--- src/rtl/core/assert_macros.svh ---
// ----------------------------------------------------------------------------
// assert_macros.svh
// concurrent assertion macros, compiled out under SYNTHESIS
// ----------------------------------------------------------------------------
`ifndef ASSERT_MACROS_SVH
`define ASSERT_MACROS_SVH

`ifndef SYNTHESIS

// property that must hold at every clock edge out of reset
`define LMTS_ASSERT_ALWAYS(label, prop, msg) \
    label: assert property (@(posedge clk) disable iff (!rst_n) (prop)) else $error(msg);

// antecedent in a cycle implies consequent in the same cycle
`define LMTS_ASSERT_IMPLIES(label, ante, cons, msg) \
    label: assert property (@(posedge clk) disable iff (!rst_n) (ante) |-> (cons)) \
        else $error(msg);

`else

`define LMTS_ASSERT_ALWAYS(label, prop, msg)
`define LMTS_ASSERT_IMPLIES(label, ante, cons, msg)

`endif

`endif

--- src/rtl/core/lmts_pkg.sv ---
// ----------------------------------------------------------------------------
// lmts_pkg
// types and constants for the lcd mode timing and status block
// ----------------------------------------------------------------------------
package lmts_pkg;

    // command codes
    localparam logic [1:0] CMD_ADVANCE   = 2'd0;
    localparam logic [1:0] CMD_WR_STATUS = 2'd1;
    localparam logic [1:0] CMD_WR_LYC    = 2'd2;

    // lcd mode codes
    localparam logic [1:0] MODE_HBLANK = 2'd0;
    localparam logic [1:0] MODE_VBLANK = 2'd1;
    localparam logic [1:0] MODE_OAM    = 2'd2;
    localparam logic [1:0] MODE_XFER   = 2'd3;

    // timing in machine cycles
    localparam int unsigned HBLANK_LEN    = 204;
    localparam int unsigned VBLANK_LEN    = 4560;
    localparam int unsigned OAM_LEN       = 80;
    localparam int unsigned XFER_LEN      = 172;
    localparam int unsigned LINE_LEN      = 456;
    localparam int unsigned VISIBLE_LINES = 144;

    localparam int unsigned MODE_CNT_W = 13;
    localparam int unsigned LINE_CNT_W = 10;

    // status register bit positions
    localparam int unsigned STAT_EN_HBLANK = 3;
    localparam int unsigned STAT_EN_VBLANK = 4;
    localparam int unsigned STAT_EN_OAM    = 5;
    localparam int unsigned STAT_EN_LYC    = 6;

    typedef struct packed {
        logic [1:0] cmd;
        logic [7:0] cycles;
        logic [7:0] data;
    } lmts_item_t;

    typedef struct packed {
        logic [7:0] line_number;
        logic [7:0] status_value;
        logic       vblank_request;
        logic       status_request;
        logic       render_request;
        logic [7:0] render_line;
    } lmts_result_t;

endpackage

--- src/rtl/core/lmts_stream_if.sv ---
// ----------------------------------------------------------------------------
// lmts_stream_if
// valid/ready channel carrying one payload word per transaction
// ----------------------------------------------------------------------------
interface lmts_stream_if #(
    parameter type payload_t = logic
);
    logic     valid;
    logic     ready;
    payload_t payload;

    modport source
    (
        output valid,
        output payload,
        input  ready
    );

    modport sink
    (
        input  valid,
        input  payload,
        output ready
    );
endinterface

--- src/rtl/core/lcd_mode_timing_and_stat.sv ---
// ----------------------------------------------------------------------------
// lcd_mode_timing_and_stat
// lcd line/mode timing, status register and interrupt requests
//
//   channel  dir  payload        one transaction is
//   item     in   lmts_item_t    a command: advance, status write, lyc write
//   result   out  lmts_result_t  ly, status and requests after that command
//
// two register stages: input register, then state update and result register
// one command per cycle sustained while the result is not stalled
// the timing state lives beside the result register and updates as a
// command moves into it, so consecutive commands see the state in order
// rst_n clears all state: mode hblank, counters zero, ly and lyc zero
// a stalled result holds both stages; item.ready drops only when both are full
// ----------------------------------------------------------------------------
`include "assert_macros.svh"

module lcd_mode_timing_and_stat
    import lmts_pkg::*;
(
    input  logic          clk,
    input  logic          rst_n,
    lmts_stream_if.sink   item,
    lmts_stream_if.source result
);

    // pipeline control
    logic         in_valid_reg;
    lmts_item_t   in_item_reg;
    logic         out_valid_reg;
    lmts_result_t out_reg;
    lmts_result_t out_next;
    logic         advance;

    // timing state
    logic [1:0]            mode_reg,        mode_next;
    logic [MODE_CNT_W-1:0] mode_cycles_reg, mode_cycles_next;
    logic [LINE_CNT_W-1:0] line_cycles_reg, line_cycles_next;
    logic [7:0]            scan_line_reg,   scan_line_next;
    logic [7:0]            compare_reg,     compare_next;
    logic [3:0]            enables_reg,     enables_next;

    // datapath intermediates
    logic [MODE_CNT_W:0]   mc_sum;
    logic [MODE_CNT_W-1:0] mc_sat;
    logic [MODE_CNT_W-1:0] mode_len;
    logic [LINE_CNT_W-1:0] lc_sum;
    logic                  line_done;
    logic [7:0]            line_inc;
    logic                  stat_rq;
    logic                  vb_rq;
    logic                  rend_rq;
    logic [7:0]            rend_line;

    assign advance    = !out_valid_reg || result.ready;
    assign item.ready = !in_valid_reg || advance;

    always_comb
    begin
        mc_sum = {1'b0, mode_cycles_reg} + (MODE_CNT_W + 1)'(in_item_reg.cycles);
        // saturate at the all-ones count
        mc_sat = mc_sum[MODE_CNT_W] ? {MODE_CNT_W{1'b1}} : mc_sum[MODE_CNT_W-1:0];
        lc_sum = line_cycles_reg + LINE_CNT_W'(in_item_reg.cycles);
        line_done = (lc_sum >= LINE_CNT_W'(LINE_LEN));
        line_inc  = scan_line_reg + 8'd1;

        case (mode_reg)
            MODE_HBLANK: mode_len = MODE_CNT_W'(HBLANK_LEN);
            MODE_VBLANK: mode_len = MODE_CNT_W'(VBLANK_LEN);
            MODE_OAM:    mode_len = MODE_CNT_W'(OAM_LEN);
            default:     mode_len = MODE_CNT_W'(XFER_LEN);
        endcase
    end

    always_comb
    begin
        mode_next        = mode_reg;
        mode_cycles_next = mode_cycles_reg;
        line_cycles_next = line_cycles_reg;
        scan_line_next   = scan_line_reg;
        compare_next     = compare_reg;
        enables_next     = enables_reg;
        stat_rq          = 1'b0;
        vb_rq            = 1'b0;
        rend_rq          = 1'b0;
        rend_line        = 8'd0;

        case (in_item_reg.cmd)
            CMD_ADVANCE:
            begin
                mode_cycles_next = mc_sat;
                line_cycles_next = lc_sum;
                if (line_done)
                begin
                    line_cycles_next = lc_sum - LINE_CNT_W'(LINE_LEN);
                    if (scan_line_reg < 8'(VISIBLE_LINES))
                    begin
                        rend_rq   = 1'b1;
                        rend_line = scan_line_reg;
                    end
                    scan_line_next = line_inc;
                    if (enables_reg[STAT_EN_LYC-3] && line_inc == compare_reg)
                    begin
                        stat_rq = 1'b1;
                    end
                end

                // at most one mode change per advance
                if (mc_sat >= mode_len)
                begin
                    mode_cycles_next = mc_sat - mode_len;
                    case (mode_reg)
                        MODE_HBLANK:
                        begin
                            if (scan_line_next == 8'(VISIBLE_LINES))
                            begin
                                mode_next = MODE_VBLANK;
                                vb_rq     = 1'b1;
                                if (enables_reg[STAT_EN_VBLANK-3])
                                begin
                                    stat_rq = 1'b1;
                                end
                            end
                            else
                            begin
                                mode_next = MODE_OAM;
                                if (enables_reg[STAT_EN_OAM-3])
                                begin
                                    stat_rq = 1'b1;
                                end
                            end
                        end
                        MODE_VBLANK:
                        begin
                            scan_line_next = 8'd0;
                            mode_next      = MODE_OAM;
                            if (enables_reg[STAT_EN_OAM-3])
                            begin
                                stat_rq = 1'b1;
                            end
                        end
                        MODE_OAM:
                        begin
                            mode_next = MODE_XFER;
                        end
                        default:
                        begin
                            mode_next = MODE_HBLANK;
                            if (enables_reg[STAT_EN_HBLANK-3])
                            begin
                                stat_rq = 1'b1;
                            end
                        end
                    endcase
                end
            end
            CMD_WR_STATUS:
            begin
                if ((in_item_reg.data[STAT_EN_HBLANK] && mode_reg == MODE_HBLANK) ||
                    (in_item_reg.data[STAT_EN_VBLANK] && mode_reg == MODE_VBLANK) ||
                    (in_item_reg.data[STAT_EN_OAM]    && mode_reg == MODE_OAM)    ||
                    (in_item_reg.data[STAT_EN_LYC]    && scan_line_reg == compare_reg))
                begin
                    stat_rq = 1'b1;
                end
                enables_next = in_item_reg.data[STAT_EN_LYC:STAT_EN_HBLANK];
            end
            CMD_WR_LYC:
            begin
                compare_next = in_item_reg.data;
            end
            default:
            begin
                // unused command: no change
            end
        endcase

        out_next.line_number    = scan_line_next;
        out_next.status_value   = {1'b1, enables_next,
                                   scan_line_next == compare_next, mode_next};
        out_next.vblank_request = vb_rq;
        out_next.status_request = stat_rq;
        out_next.render_request = rend_rq;
        out_next.render_line    = rend_line;
    end

    // control registers
    always_ff @(posedge clk or negedge rst_n)
    begin
        if (!rst_n)
        begin
            in_valid_reg    <= 1'b0;
            out_valid_reg   <= 1'b0;
            mode_reg        <= MODE_HBLANK;
            mode_cycles_reg <= '0;
            line_cycles_reg <= '0;
            scan_line_reg   <= 8'd0;
            compare_reg     <= 8'd0;
            enables_reg     <= 4'd0;
        end
        else
        begin
            if (item.ready)
            begin
                in_valid_reg <= item.valid;
            end
            if (advance)
            begin
                out_valid_reg <= in_valid_reg;
            end
            if (advance && in_valid_reg)
            begin
                mode_reg        <= mode_next;
                mode_cycles_reg <= mode_cycles_next;
                line_cycles_reg <= line_cycles_next;
                scan_line_reg   <= scan_line_next;
                compare_reg     <= compare_next;
                enables_reg     <= enables_next;
            end
        end
    end

    // payload registers
    always_ff @(posedge clk)
    begin
        if (item.ready && item.valid)
        begin
            in_item_reg <= item.payload;
        end
        if (advance && in_valid_reg)
        begin
            out_reg <= out_next;
        end
    end

    assign result.valid   = out_valid_reg;
    assign result.payload = out_reg;

    `LMTS_ASSERT_ALWAYS(a_line_cnt_range, line_cycles_reg < LINE_CNT_W'(LINE_LEN), "line counter out of range")
    `LMTS_ASSERT_IMPLIES(a_render_visible, out_valid_reg && out_reg.render_request, out_reg.render_line < 8'(VISIBLE_LINES), "render line not visible")
    `LMTS_ASSERT_IMPLIES(a_vblank_mode, out_valid_reg && out_reg.vblank_request, out_reg.status_value[1:0] == MODE_VBLANK && out_reg.line_number == 8'(VISIBLE_LINES), "vblank request outside vblank entry")
    `LMTS_ASSERT_IMPLIES(a_stall_holds_state, out_valid_reg && !result.ready, ##1 $stable(scan_line_reg) && $stable(mode_reg), "state moved during result stall")

endmodule
--- src/flat_wrapper.sv ---
// flat-port wrapper written by rule: the top's interface ports become plain ports
module lcd_mode_timing_and_stat_flat import lmts_pkg::*;
  (clk, rst_n, item_valid, item_payload, item_ready, result_valid, result_payload, result_ready);
  lmts_stream_if item_i ();
  lmts_stream_if result_i ();
  input  logic clk;
  input  logic rst_n;
  input wire logic [$bits(item_i.valid)-1:0] item_valid;
  input wire logic [$bits(item_i.payload)-1:0] item_payload;
  output wire logic [$bits(item_i.ready)-1:0] item_ready;
  output wire logic [$bits(result_i.valid)-1:0] result_valid;
  output wire logic [$bits(result_i.payload)-1:0] result_payload;
  input wire logic [$bits(result_i.ready)-1:0] result_ready;
  assign item_i.valid = item_valid;
  assign item_i.payload = item_payload;
  assign item_ready = item_i.ready;
  assign result_valid = result_i.valid;
  assign result_payload = result_i.payload;
  assign result_i.ready = result_ready;
  lcd_mode_timing_and_stat u_core (.clk(clk), .rst_n(rst_n), .item(item_i), .result(result_i));
endmodule
--- config.mk ---
export PLATFORM = sky130hd
export DESIGN_NAME = lcd_mode_timing_and_stat_flat
export DESIGN_NICKNAME = d
export VERILOG_FILES = /design/src/rtl/core/lmts_pkg.sv /design/src/rtl/core/lmts_stream_if.sv /design/src/rtl/core/lcd_mode_timing_and_stat.sv /design/src/flat_wrapper.sv
export VERILOG_INCLUDE_DIRS = /design/src /design/src/rtl/core
export SDC_FILE = /design/constraint.sdc
export NUM_CORES = 1
export LEC_CHECK = 0
export ABC_AREA = 0
export BUFFER_PORTS_ARGS = -buffer_cell sky130_fd_sc_hd__clkbuf_2
export CAP_MARGIN = 20
export CORE_MARGIN = 4
export CORE_UTILIZATION = 55
export DETAILED_ROUTE_END_ITERATION = 8
export PLACE_DENSITY_LB_ADDON = 0.05
export SLEW_MARGIN = 40
export SYNTH_ARGS = -nofsm -noshare
export SYNTH_HDL_FRONTEND = slang
export SYNTH_SLANG_ARGS = --single-unit
--- constraint.sdc ---
create_clock -name clk -period 3.9 [get_ports clk]
set_clock_uncertainty 0.2 [all_clocks]
set_input_delay 0.78 -clock clk [delete_from_list [all_inputs] [get_ports clk]]
set_output_delay 0.78 -clock clk [all_outputs]
set_load 0.01 [all_outputs]
# After elaboration in Yosys (flattened, before gate mapping)
# Index checks and enable logic that the tools add are counted.
# word_totals
reg_bits,36
input_bits,5
wordCells,32
# classes
n_reduce_logical,9
mux,7
n_addsub,3
n_lt_le_gt_ge,3
n_eq_ne,3
# op_table
op,n
$pmux 13 s3,1
$mux 8,3
$ge 13x13->1,1
$mux 13,1
$sub 13x13->13,1
$ge 10x9->1 const B,1
$sub 10x9->10 const B,1
$add 8x1->8 const B,1
$eq 8x8->1 const B,1
$lt 8x8->1 const B,1
$pmux 2 s3,1
$reduce_and 2->1,3
$eq 2x1->1 const B,1
$eq 2x2->1 const B,1
$logic_not 1->1,2
$logic_not 2->1,1
$logic_or 1x1->1,2
$mux 2,1
$logic_and 1x1->1,1

# Longest topological paths before layout
# Gate-level depths: netlist of run 1.
# logic_depth
depth_word,5
depth_mapped,12
depth_no_buf,12

# Worst setup path before layout of run 1
# No wires, ideal clock.
# synth_timing
kind,register to register
start,register u_core.mode_reg[0]
end,register u_core.mode_cycles_reg[12]
path_slack_ns,0.817
path_buffers,0
required_ns,3.575
arrival_ns,2.759
setup_time_ns,0.125
path_stages_with_launch,13
cell_sequence,dfrtp_1 inv_1 ha_1 inv_1 ha_1 inv_1 fa_1 a211oi_1 nor2_1 o31a_1 nor4b_1 xnor2_1 mux2_2
# synth_via
elab_chain_len,4
word_cells_on_any_way,8
cone_classes,add/sub: 1; order compare: 1; eq/ne: 2; mux: 2; reduce/logical: 2
# synth_lines
item,line_no,source
from (decl),lcd_mode_timing_and_stat.sv:36,"logic [1:0] mode_reg, mode_next;"
from (signal assigned),lcd_mode_timing_and_stat.sv:213,mode_reg <= mode_next;
$eq 2x2->1 (tied with other cells),n/a,
$pmux 13 s3 (*),lcd_mode_timing_and_stat.sv:67,case (mode_reg)
$sub 13x13->13 or $ge 13x13->1 (tied branches),"lcd_mode_timing_and_stat.sv:111, lcd_mode_timing_and_stat.sv:109",
$mux 13 or $reduce_and 2->1 (tied branches),n/a,
to (signal assigned),lcd_mode_timing_and_stat.sv:214,mode_cycles_reg <= mode_cycles_next;
to (decl),lcd_mode_timing_and_stat.sv:37,"logic [MODE_CNT_W-1:0] mode_cycles_reg, mode_cycles_next;"
# Mark *: on every way between the ends. The rest lies on a longest branch, timed or not. The select of a mux whose other input is x is not followed.
# A chain may end at the register's enable or synchronous reset.

# Final worst setup path of run 1
# Same ends and word-level chain as after synthesis.

==> results of run 1 <==
placed cells by master (no fill, tap or decap), types with 3 or more instances in the layout:
cell type / netlist / routed
sky130_fd_sc_hd__clkbuf_4: 0 / 5
sky130_fd_sc_hd__xnor2_1: 10 / 10
sky130_fd_sc_hd__nand3_1: 4 / 4
sky130_fd_sc_hd__a21oi_1: 9 / 9
sky130_fd_sc_hd__o31ai_1: 4 / 4
sky130_fd_sc_hd__nand2_1: 30 / 30
sky130_fd_sc_hd__nor3_1: 6 / 6
sky130_fd_sc_hd__inv_1: 13 / 13
sky130_fd_sc_hd__nand2b_1: 6 / 6
sky130_fd_sc_hd__or3_1: 4 / 4
sky130_fd_sc_hd__nand4_1: 3 / 3
sky130_fd_sc_hd__clkbuf_2: 0 / 5
sky130_fd_sc_hd__nor2_1: 18 / 18
sky130_fd_sc_hd__xor2_1: 3 / 3
sky130_fd_sc_hd__a21o_1: 3 / 3
sky130_fd_sc_hd__dfrtp_1: 30 / 30
sky130_fd_sc_hd__a211oi_1: 3 / 3
sky130_fd_sc_hd__o21ai_0: 22 / 22
sky130_fd_sc_hd__ha_1: 16 / 16
sky130_fd_sc_hd__or4_1: 3 / 3
worst max-delay path, stage by stage (launching register included):
cell and delay, ns:
sky130_fd_sc_hd__dfrtp_1 0.43, sky130_fd_sc_hd__inv_1 0.10, sky130_fd_sc_hd__ha_1 0.36, sky130_fd_sc_hd__inv_1 0.16, sky130_fd_sc_hd__ha_1 0.24, sky130_fd_sc_hd__inv_1 0.07
sky130_fd_sc_hd__fa_1 0.43, sky130_fd_sc_hd__a211oi_1 0.31, sky130_fd_sc_hd__nor2_1 0.12, sky130_fd_sc_hd__o31a_1 0.28, sky130_fd_sc_hd__nor4b_1 0.39, sky130_fd_sc_hd__xnor2_1 0.11
sky130_fd_sc_hd__mux2_2 0.27
metrics by stage:
step                      instances  cell area (µm²)  worst slack, ns  utilization  hold slack [ns]
after floorplan                 222             2000            0.817            -            0.246
after global placement          269             2070            0.481        0.606            0.264
after detailed placement        269             2070            0.374        0.606            0.264
after CTS                       277             2120            0.330        0.621            0.282
after global routing            277             2120           0.0891        0.621            0.288
final                           277             2120            0.316        0.621            0.267
layer usage:
layer	GRT usage	vias up	share of wire
met4	0.0571	0	0.010
li1	-	796	-
met5	0	-	0
met1	0.247	736	0.48
met2	0.327	12	0.49
met3	0.0640	6	0.022
layout make-up:
cell class              instances  area share
clock buffers                   7      0.0213
multi-input cells             172       0.540
clock inverters                 1     0.00236
flip-flops and latches         31       0.368
well taps                      46      0.0272
inverters                      13      0.0230
repair buffers                  7      0.0177
power groups by stage:
stage                     registers, µW  clock network (µW)  logic (µW)
final                               326                 177        23.5
after global routing                327                 203        27.3
after global placement              332                   0        23.4
after detailed placement            333                   0        24.0
after floorplan                     333                   0        9.45
after CTS                           326                 186        24.1
worst paths after layout:
| kind | from | to | slack [ns] |
|---|---|---|---|
| setup / recovery | u_core.mode_reg[0] | u_core.mode_cycles_reg[12] | 0.32 |
| hold / removal | rst_n | u_core.mode_cycles_reg[7] | 0.27 |
| setup reg to reg | u_core.mode_reg[0] | u_core.mode_cycles_reg[12] | 0.32 |
| hold reg to reg | u_core.line_cycles_reg[8] | u_core.line_cycles_reg[8] | 0.29 |
| max in group asynchronous | rst_n | u_core.mode_cycles_reg[4] | 2.79 |
| min in group clk | u_core.line_cycles_reg[8] | u_core.line_cycles_reg[8] | 0.29 |
cell families (layout without fill, tap and decap cells):
family	count (synthesis)	after routing	share of synthesized area
and+or+nand+nor	87	87	0.221
AOI/OAI and AO/OA	54	54	0.178
DFF	31	31	0.390
buffers and inverters	19	28	0.0375
adders and majority gates	17	17	0.110
xor gates and xnor gates	13	13	0.0569
muxes	1	1	0.00563
==> summary.md, run 1 <==
| Metric | Value |
|---|---|
| Number of sinks driven by the clock tree | 31 |
| Post_cts resized | 0 |
| Transition time at the pin with the least slew margin | 0.673 ns |
| Total setup violations reported at the end of the flow | 0 |
| Type of element capturing the critical path | register |
| Sort of element at the start of the critical path | register |
| Count of synthesis-stage warnings from yosys | 0 |
| Share of the clock period used by the worst path after layout | 0.919 |
| Worst vdd rail ir drop | 0.000162 V |
| Power dissipated by switching net loads | 125 µW |
| Proportion of register bits with asynchronous set or reset after synthesis | 0.968 |
| Synth Cell Area | 2000 µm² |
| H-tree depth | 2 |
| Setup tns final | 0 ns |
| Via density per instance | 5.60 |
| Detailed-route DRC error count | 0 |
| Start-to-end type of the worst setup path | register to register |
| Clock power frac | 0.336 |
| Number of cell rows | 21 |
| Fmax achieved | 279 MHz |
| Worst-case clock buffer depth | 2 |
| Final max-slew violation count | 0 |
| Initial core utilization | 0.586 |
| Routed Wire Length | 4000 µm |
| FF+latch area | 781 µm² |
| Yosys cell types | 46 |
| Top area cells in the synthesized netlist | sky130_fd_sc_hd__dfrtp_1 (38%), sky130_fd_sc_hd__ha_1 (10%), sky130_fd_sc_hd__nand2_1 (5.6%) |
| Final period demand of the worst path | 3.58 ns |
| Port Buf Inserts | 6 |
| Vias in the first global route | 1,522 |
| Width of the die | 68.3 µm |
| Proportion of netlist area held by the largest area contributor | 0.375 |
| Area of combinational cells with multiple inputs | 1140 µm² |
| Pin count of the biggest net entering global routing | 31 |
| Max capacitance violation total | 0 |
| Max reg flops | 11 |
| Clock tree from TritonCTS | done |
| Switching power share of the total | 0.237 |
| Critical Path AT | 3.61 ns |
| Proportion of power drawn by flip-flops and latches | 0.620 |
| Int Power | 402 µW |
| First drt pass iteration count | 4 |
| Total via count after detailed routing | 1,550 |
| CP required | 3.92 ns |
| Clock root buffer | sky130_fd_sc_hd__clkbuf_4 |
| Layout overhead on the synthesized area | 5.94% |
| Gr usage total | 0.198 |
| Total power per unit cell area | 248 nW/µm² |
| Die ar. | 4670 µm² |
| Syn_area_per_cell | 9.01 µm² |
| Global route total overflow | 0 |
| Y dimension of the die | 68.3 µm |
| RSZ-0062 raised after global routing | no |
| Share of final-layout standard cells stronger than drive strength 1 | 0.0823 |
| Maximum fanout encountered on the critical timing path | 5 |
| PnR Total Power | 526 µW |
| Number of nets in the synthesized netlist | 244 |
| Headroom to the max-slew limit | 0.549 |
| Number of cells produced by synthesis | 222 |
| Share of power burned in combinational logic | 0.045 |
| Global-route wire length before repair | 6820 µm |
| Tightest Hold Check Type | primary input to asynchronous set/reset pin |
| Flip-flop and latch count after synthesis | 31 |
| Number of buffers added by the clock tree synthesis step | 5 |
| Initial detailed-routing violation count | 119 |
| Final Net Count | 252 |
| Diode insertion count for antenna repair | 0 |
| Cell type with the largest total area after synthesis | sky130_fd_sc_hd__dfrtp_1 |
| Post CTS Setup Buffer Count | 0 |
| Half-perimeter wire length of the detailed placement result | 2990 µm |
| Core box area | 3420 µm² |
| Top-Level Pins | 8 |
| Drt wl/cell | 14.4 µm |
| CTS Hold Bufs | 0 |
| Standby leakage power | 0.000959 µW |
| Number of flops mapped to enable cells by yosys | 1 |
| Remaining antenna violation count after routing | 0 |
| Final Hold Viols | 0 |
| Most common flop cell mapped by yosys | sky130_fd_sc_hd__dfrtp_1 |
| Clock latency on the worst-skew pair | 0.33 ns |
| Post-synthesis sequential area ratio | 0.390 |
| Placer's final routability congestion estimate | 0.801 |
| Antenna violations before repair | 0 |
| Outcome | completed |
| Total of fill cells in the finished design | 306 |
| Most instantiated cells after synthesis | sky130_fd_sc_hd__dfrtp_1 (30), sky130_fd_sc_hd__nand2_1 (30), sky130_fd_sc_hd__o21ai_0 (22) |
| Clock transition at the register clock pins on the worst setup and hold paths after CTS | 0.10 ns |
| Depth of the worst register-to-register path | 12 |
Note: power is estimated with default switching activity, not from simulation.
==> run 2, diff against run 1 <==
- CORE_UTILIZATION: 55 -> 35
==> summary.md, run 2 (same netlist as run 1, synthesis figures left out) <==
| Metric | Value |
|---|---|
| DP Worst Slack | 0.420 ns (+0.0463 ns) |
| Core box area | 5540 µm² (+62%) |
| Remaining antenna violation count after routing | 0 (unchanged) |
| Number of cell rows | 27 (+29%) |
| Global-route wire length before repair | 7330 µm (+7.5%) |
| Max reg flops | 11 (unchanged) |
| Port Buf Inserts | 6 (unchanged) |
| Sort of element at the start of the critical path | register |
| Tightest Hold Check Type | register to register |
| Global route total overflow | 0 (unchanged) |
| Gr usage total | 0.128 (-0.0701) |
| Layout overhead on the synthesized area | 8.88% |
| Number of sinks driven by the clock tree | 31 (unchanged) |
| Post CTS Setup Buffer Count | 0 (unchanged) |
| Pin count of the biggest net entering global routing | 31 (unchanged) |
| Antenna violations before repair | 0 (unchanged) |
| Min setup slack post-route | 0.417 ns (+0.101 ns) |
| Worst-case clock buffer depth | 2 (unchanged) |
| Diode insertion count for antenna repair | 0 (unchanged) |
| Clock latency on the worst-skew pair | 0.28 ns (-0.05 ns) |
| Clock tree from TritonCTS | done |
| Standby leakage power | 0.000968 µW (+0.94%) |
| Width of the die | 83.6 µm (+22%) |
| Drt wl/cell | 13.5 µm (-6.6%) |
| Total setup violations reported at the end of the flow | 0 (unchanged) |
| Final Net Count | 252 (unchanged) |
| Number of buffers added by the clock tree synthesis step | 5 (unchanged) |
| Setup tns final | 0 ns (unchanged) |
| Outcome | completed |
| Half-perimeter wire length of the detailed placement result | 3040 µm (+1.7%) |
| Critical Path AT | 3.45 ns (-0.16 ns) |
| Max capacitance violation total | 0 (unchanged) |
| Share of final-layout standard cells stronger than drive strength 1 | 0.0783 (-0.00399) |
| Placed Cells incl. Taps | 295 (+9.7%) |
| Top-Level Pins | 8 (unchanged) |
| Most used cells in the layout excluding fill and tap cells | sky130_fd_sc_hd__nand2_1 (30), sky130_fd_sc_hd__dfrtp_1 (30), sky130_fd_sc_hd__o21ai_0 (22), sky130_fd_sc_hd__nor2_1 (18), sky130_fd_sc_hd__ha_1 (16) |
| Worst vdd rail ir drop | 0.000187 V (+15%) |
| Die ar. | 6990 µm² (+50%) |
| Final max-slew violation count | 0 (unchanged) |
| Initial core utilization | 0.361 (-0.225) |
| Detailed-route DRC error count | 0 (unchanged) |
| Final period demand of the worst path | 3.48 ns (-0.101 ns) |
| Placer's final routability congestion estimate | 0.824 (+2.9%) |
| Total of fill cells in the finished design | 557 (+82%) |
| CTS Hold Bufs | 0 (unchanged) |
| Maximum fanout encountered on the critical timing path | 5 (unchanged) |
| Worst hold slack | 0.287 ns (+0.0199 ns) |
| First drt pass iteration count | 4 (unchanged) |
| CP required | 3.86 ns (-0.06 ns) |
| H-tree depth | 2 (unchanged) |
| PnR Total Power | 583 µW (+11%) |
| Final Hold Viols | 0 (unchanged) |
| Via density per instance | 5.11 (-8.8%) |
| Initial detailed-routing violation count | 58 (-51%) |
| Vias in the first global route | 1,628 (+7.0%) |
| Final standard cell count with taps included and fillers excluded | 302 (+9.0%) |
| Routed Wire Length | 4080 µm (+1.9%) |
| Transition time at the pin with the least slew margin | 0.708 ns (+0.0352 ns) |
| Total via count after detailed routing | 1,542 (-0.52%) |
| Fmax achieved | 287 MHz (+2.9%) |
| Total power per unit cell area | 268 nW/µm² (+7.8%) |
| Y dimension of the die | 83.6 µm (+22%) |
| Share of the clock period used by the worst path after layout | 0.893 (-0.0260) |
| Clock transition at the register clock pins on the worst setup and hold paths after CTS | 0.06 ns (-0.04 ns) |
| Headroom to the max-slew limit | 0.528 (-0.0208) |
| RSZ-0062 raised after global routing | no |
| Post_cts resized | 0 (unchanged) |
| Start-to-end type of the worst setup path | register to register |
| Type of element capturing the critical path | register |
| Clock root buffer | sky130_fd_sc_hd__clkbuf_8 |
==> run 2: area by class of cell <==
type | instances | area, µm² | share of cell area
well taps | 72 | 90.1 | 0.0414
inverters | 13 | 48.8 | 0.0224
flip-flops and latches | 31 | 781 | 0.358
repair buffers | 7 | 37.5 | 0.0172
multi-input cells | 172 | 1140 | 0.526
clock buffers | 7 | 76.3 | 0.0350
==> run 2: critical path, stage by stage (launching register included) <==
cell and delay (ns):
sky130_fd_sc_hd__dfrtp_1 0.41, sky130_fd_sc_hd__inv_1 0.10, sky130_fd_sc_hd__ha_1 0.36, sky130_fd_sc_hd__inv_1 0.14
sky130_fd_sc_hd__ha_1 0.21, sky130_fd_sc_hd__inv_1 0.07, sky130_fd_sc_hd__fa_1 0.43, sky130_fd_sc_hd__a211oi_1 0.28
sky130_fd_sc_hd__nor2_1 0.12, sky130_fd_sc_hd__o31a_1 0.30, sky130_fd_sc_hd__nor4b_1 0.38, sky130_fd_sc_hd__xnor2_1 0.11
sky130_fd_sc_hd__mux2_2 0.27
==> run 2: per-layer routing <==
metal  GRT usage  wire length, µm
met1       0.171             2060
met2       0.197             1830
met3      0.0424              163
met4      0.0395               29
met5           0                0
==> run 2: path summary, 6_finish.rpt <==
check                                                  end  slack [ns]  cells after the start                 startpoint
max in group asynchronous        u_core.line_cycles_reg[3]        2.68                      1                      rst_n
worst max-delay path            u_core.mode_cycles_reg[12]        0.42                     12         u_core.mode_reg[0]
worst min register to register   u_core.line_cycles_reg[8]        0.29                      1  u_core.line_cycles_reg[8]
min in group asynchronous        u_core.mode_cycles_reg[7]        0.35                      1                      rst_n
worst max register to register  u_core.mode_cycles_reg[12]        0.42                     12         u_core.mode_reg[0]
worst min-delay path             u_core.line_cycles_reg[8]        0.29                      1  u_core.line_cycles_reg[8]
==> run 2: power breakdown <==
| group | internal (µW) | switching [µW] | total, µW |
|---|---|---|---|
| registers | 325 | 1.21 | 327 |
| clock network | 123 | 110 | 233 |
| logic | 6.51 | 17.6 | 24.1 |
| total | 454 | 129 | 583 |
==> run 2: through the flow <==
stage | instance area (µm²) | utilization
6_report | 2180 | 0.393
4_1_cts | 2180 | 0.393
2_1_floorplan | 2000 | -
3_5_place_dp | 2100 | 0.379
3_3_place_gp | 2100 | 0.379
5_1_grt | 2180 | 0.393
==> run 3, diff against run 2 <==
- RECOVER_POWER: not set -> 25
==> summary.md, run 3 (same netlist as run 1, synthesis figures left out) <==
| Metric | Value |
|---|---|
| Outcome | finished with violations |
| Violations in the final reports | max-capacitance violations, max-slew violations |
| Critical Path AT | 3.45 ns (about the same) |
| H-tree depth | 2 (unchanged) |
| Final period demand of the worst path | 3.48 ns (unchanged) |
| Gr usage total | 0.128 (unchanged) |
| Final design instance area without fill | 2180 µm² (about the same) |
| Setup tns final | 0 ns (unchanged) |
| Share of final-layout standard cells stronger than drive strength 1 | 0.0739 (-0.00435) |
| Tightest Hold Check Type | register to register |
| Y dimension of the die | 83.6 µm (unchanged) |
| Vias in the first global route | 1,628 (unchanged) |
| Clock transition at the register clock pins on the worst setup and hold paths after CTS | 0.06 ns (about the same) |
| FF+latch area | 781 µm² (unchanged) |
| Transition time at the pin with the least slew margin | 1.70 ns (+0.991 ns) |
| First drt pass iteration count | 4 (unchanged) |
| Clock root buffer | sky130_fd_sc_hd__clkbuf_8 |
| Total power per unit cell area | 268 nW/µm² (about the same) |
| Detailed-route DRC error count | 0 (unchanged) |
| Final Net Count | 252 (unchanged) |
| Remaining antenna violation count after routing | 0 (unchanged) |
| Number of buffers added by the clock tree synthesis step | 5 (unchanged) |
| Area of combinational cells with multiple inputs | 1140 µm² (unchanged) |
| Drt wl/cell | 13.5 µm (about the same) |
| Type of element capturing the critical path | register |
| Top-Level Pins | 8 (unchanged) |
| Most used cells in the layout excluding fill and tap cells | sky130_fd_sc_hd__nand2_1 (30), sky130_fd_sc_hd__dfrtp_1 (30), sky130_fd_sc_hd__o21ai_0 (22), sky130_fd_sc_hd__nor2_1 (18), sky130_fd_sc_hd__ha_1 (16) |
| Global-route wire length before repair | 7330 µm (unchanged) |
| Post CTS Setup Buffer Count | 0 (unchanged) |
| Cell Area, Placed | 2100 µm² (unchanged) |
| Initial detailed-routing violation count | 58 (unchanged) |
| Layout overhead on the synthesized area | 8.82% (about the same) |
| Number of sinks driven by the clock tree | 31 (unchanged) |
| Sort of element at the start of the critical path | register |
| Clock latency on the worst-skew pair | 0.28 ns (about the same) |
| Worst min-delay path startpoint | u_core.line_cycles_reg[8] |
| Headroom to the max-slew limit | -0.133 (-0.661) |
| Via density per instance | 5.11 (unchanged) |
| Critical Path Start | u_core.mode_reg[0] |
| Final max-slew violation count | 31 (+31) |
| Pin count of the biggest net entering global routing | 31 (unchanged) |
| Clock tree from TritonCTS | done |
| Max reg flops | 11 (unchanged) |
| Reg-to-Reg Start | u_core.mode_reg[0] |
| Global route total overflow | 0 (unchanged) |
| Final Hold Viols | 0 (unchanged) |
| Width of the die | 83.6 µm (unchanged) |
| Share of the clock period used by the worst path after layout | 0.893 (unchanged) |
| Worst vdd rail ir drop | 0.000187 V (about the same) |
| Total via count after detailed routing | 1,542 (unchanged) |
| CP required | 3.86 ns (about the same) |
| Core box area | 5540 µm² (unchanged) |
| Max capacitance violation total | 1 (+1) |
| RSZ-0062 raised after global routing | no |
| Antenna violations before repair | 0 (unchanged) |
| Diode insertion count for antenna repair | 0 (unchanged) |
| Placer's final routability congestion estimate | 0.824 (unchanged) |
| Standby leakage power | 0.000965 µW (-0.28%) |
| Slack of the worst reg-to-reg path | 0.42 ns (about the same) |
| Total setup violations reported at the end of the flow | 0 (unchanged) |
| Maximum fanout encountered on the critical timing path | 5 (unchanged) |
| Start-to-end type of the worst setup path | register to register |
| Port Buf Inserts | 6 (unchanged) |
| Fmax achieved | 287 MHz (unchanged) |
| Half-perimeter wire length of the detailed placement result | 3040 µm (unchanged) |
| CTS Hold Bufs | 0 (unchanged) |
| Number of cell rows | 27 (unchanged) |
| Routed Wire Length | 4070 µm (about the same) |
| Die ar. | 6990 µm² (unchanged) |
| Total of fill cells in the finished design | 558 (+0.18%) |
| Initial core utilization | 0.361 (unchanged) |
| Post_cts resized | 0 (unchanged) |
| Worst-case clock buffer depth | 2 (unchanged) |
run 3: final timing paths:
| check | cells after the start | to |
|---|---|---|
| setup / recovery | 12 | u_core.mode_cycles_reg[12] |
| hold / removal | 1 | u_core.line_cycles_reg[8] |
| setup reg to reg | 12 | u_core.mode_cycles_reg[12] |
| hold reg to reg | 1 | u_core.line_cycles_reg[8] |
| max in group asynchronous | 1 | u_core.line_cycles_reg[3] |
| min in group asynchronous | 1 | u_core.mode_cycles_reg[7] |
run 3: layer usage:
metal | global-route usage | vias to the layer above | wire length [µm]
li1 | - | 800 | -
met5 | 0 | - | 0
met4 | 0.0395 | 0 | 29
met2 | 0.197 | 29 | 1830
met1 | 0.171 | 709 | 2060
met3 | 0.0424 | 4 | 162
run 3: metrics by stage:
| stage | instances | hold slack, ns | utilization | power, µW | setup WS (ns) |
|---|---|---|---|---|---|
| floorplan | 222 | 0.246 | - | 343 | 0.817 |
| global placement | 295 | 0.266 | 0.379 | 357 | 0.501 |
| detailed placement | 295 | 0.278 | 0.379 | 357 | 0.420 |
| CTS | 302 | 0.286 | 0.393 | 597 | 0.410 |
| global route | 302 | 0.313 | 0.393 | 619 | 0.176 |
| finish | 302 | 0.287 | 0.393 | 583 | 0.417 |
run 3: final cells by class:
class,count,area share
Inverter,13,0.0224
Sequential cell,31,0.359
Clock buffer,7,0.0351
Timing Repair Buffer,7,0.0167
Tap cell,72,0.0414
Multi-Input combinational cell,172,0.526
run 3: power by group:
part,switching [µW],internal (µW)
combinational,17.6,6.32
clock,110,123
sequential,1.21,325
total,129,454
run 3: critical path, stage by stage, from the launching register on:
cell	delay, ns
sky130_fd_sc_hd__dfrtp_1	0.41
sky130_fd_sc_hd__inv_1	0.10
sky130_fd_sc_hd__ha_1	0.36
sky130_fd_sc_hd__inv_1	0.14
sky130_fd_sc_hd__ha_1	0.21
sky130_fd_sc_hd__inv_1	0.07
sky130_fd_sc_hd__fa_1	0.43
sky130_fd_sc_hd__a211oi_1	0.28
sky130_fd_sc_hd__nor2_1	0.12
sky130_fd_sc_hd__o31a_1	0.30
sky130_fd_sc_hd__nor4b_1	0.38
sky130_fd_sc_hd__xnor2_1	0.11
sky130_fd_sc_hd__mux2_2	0.27
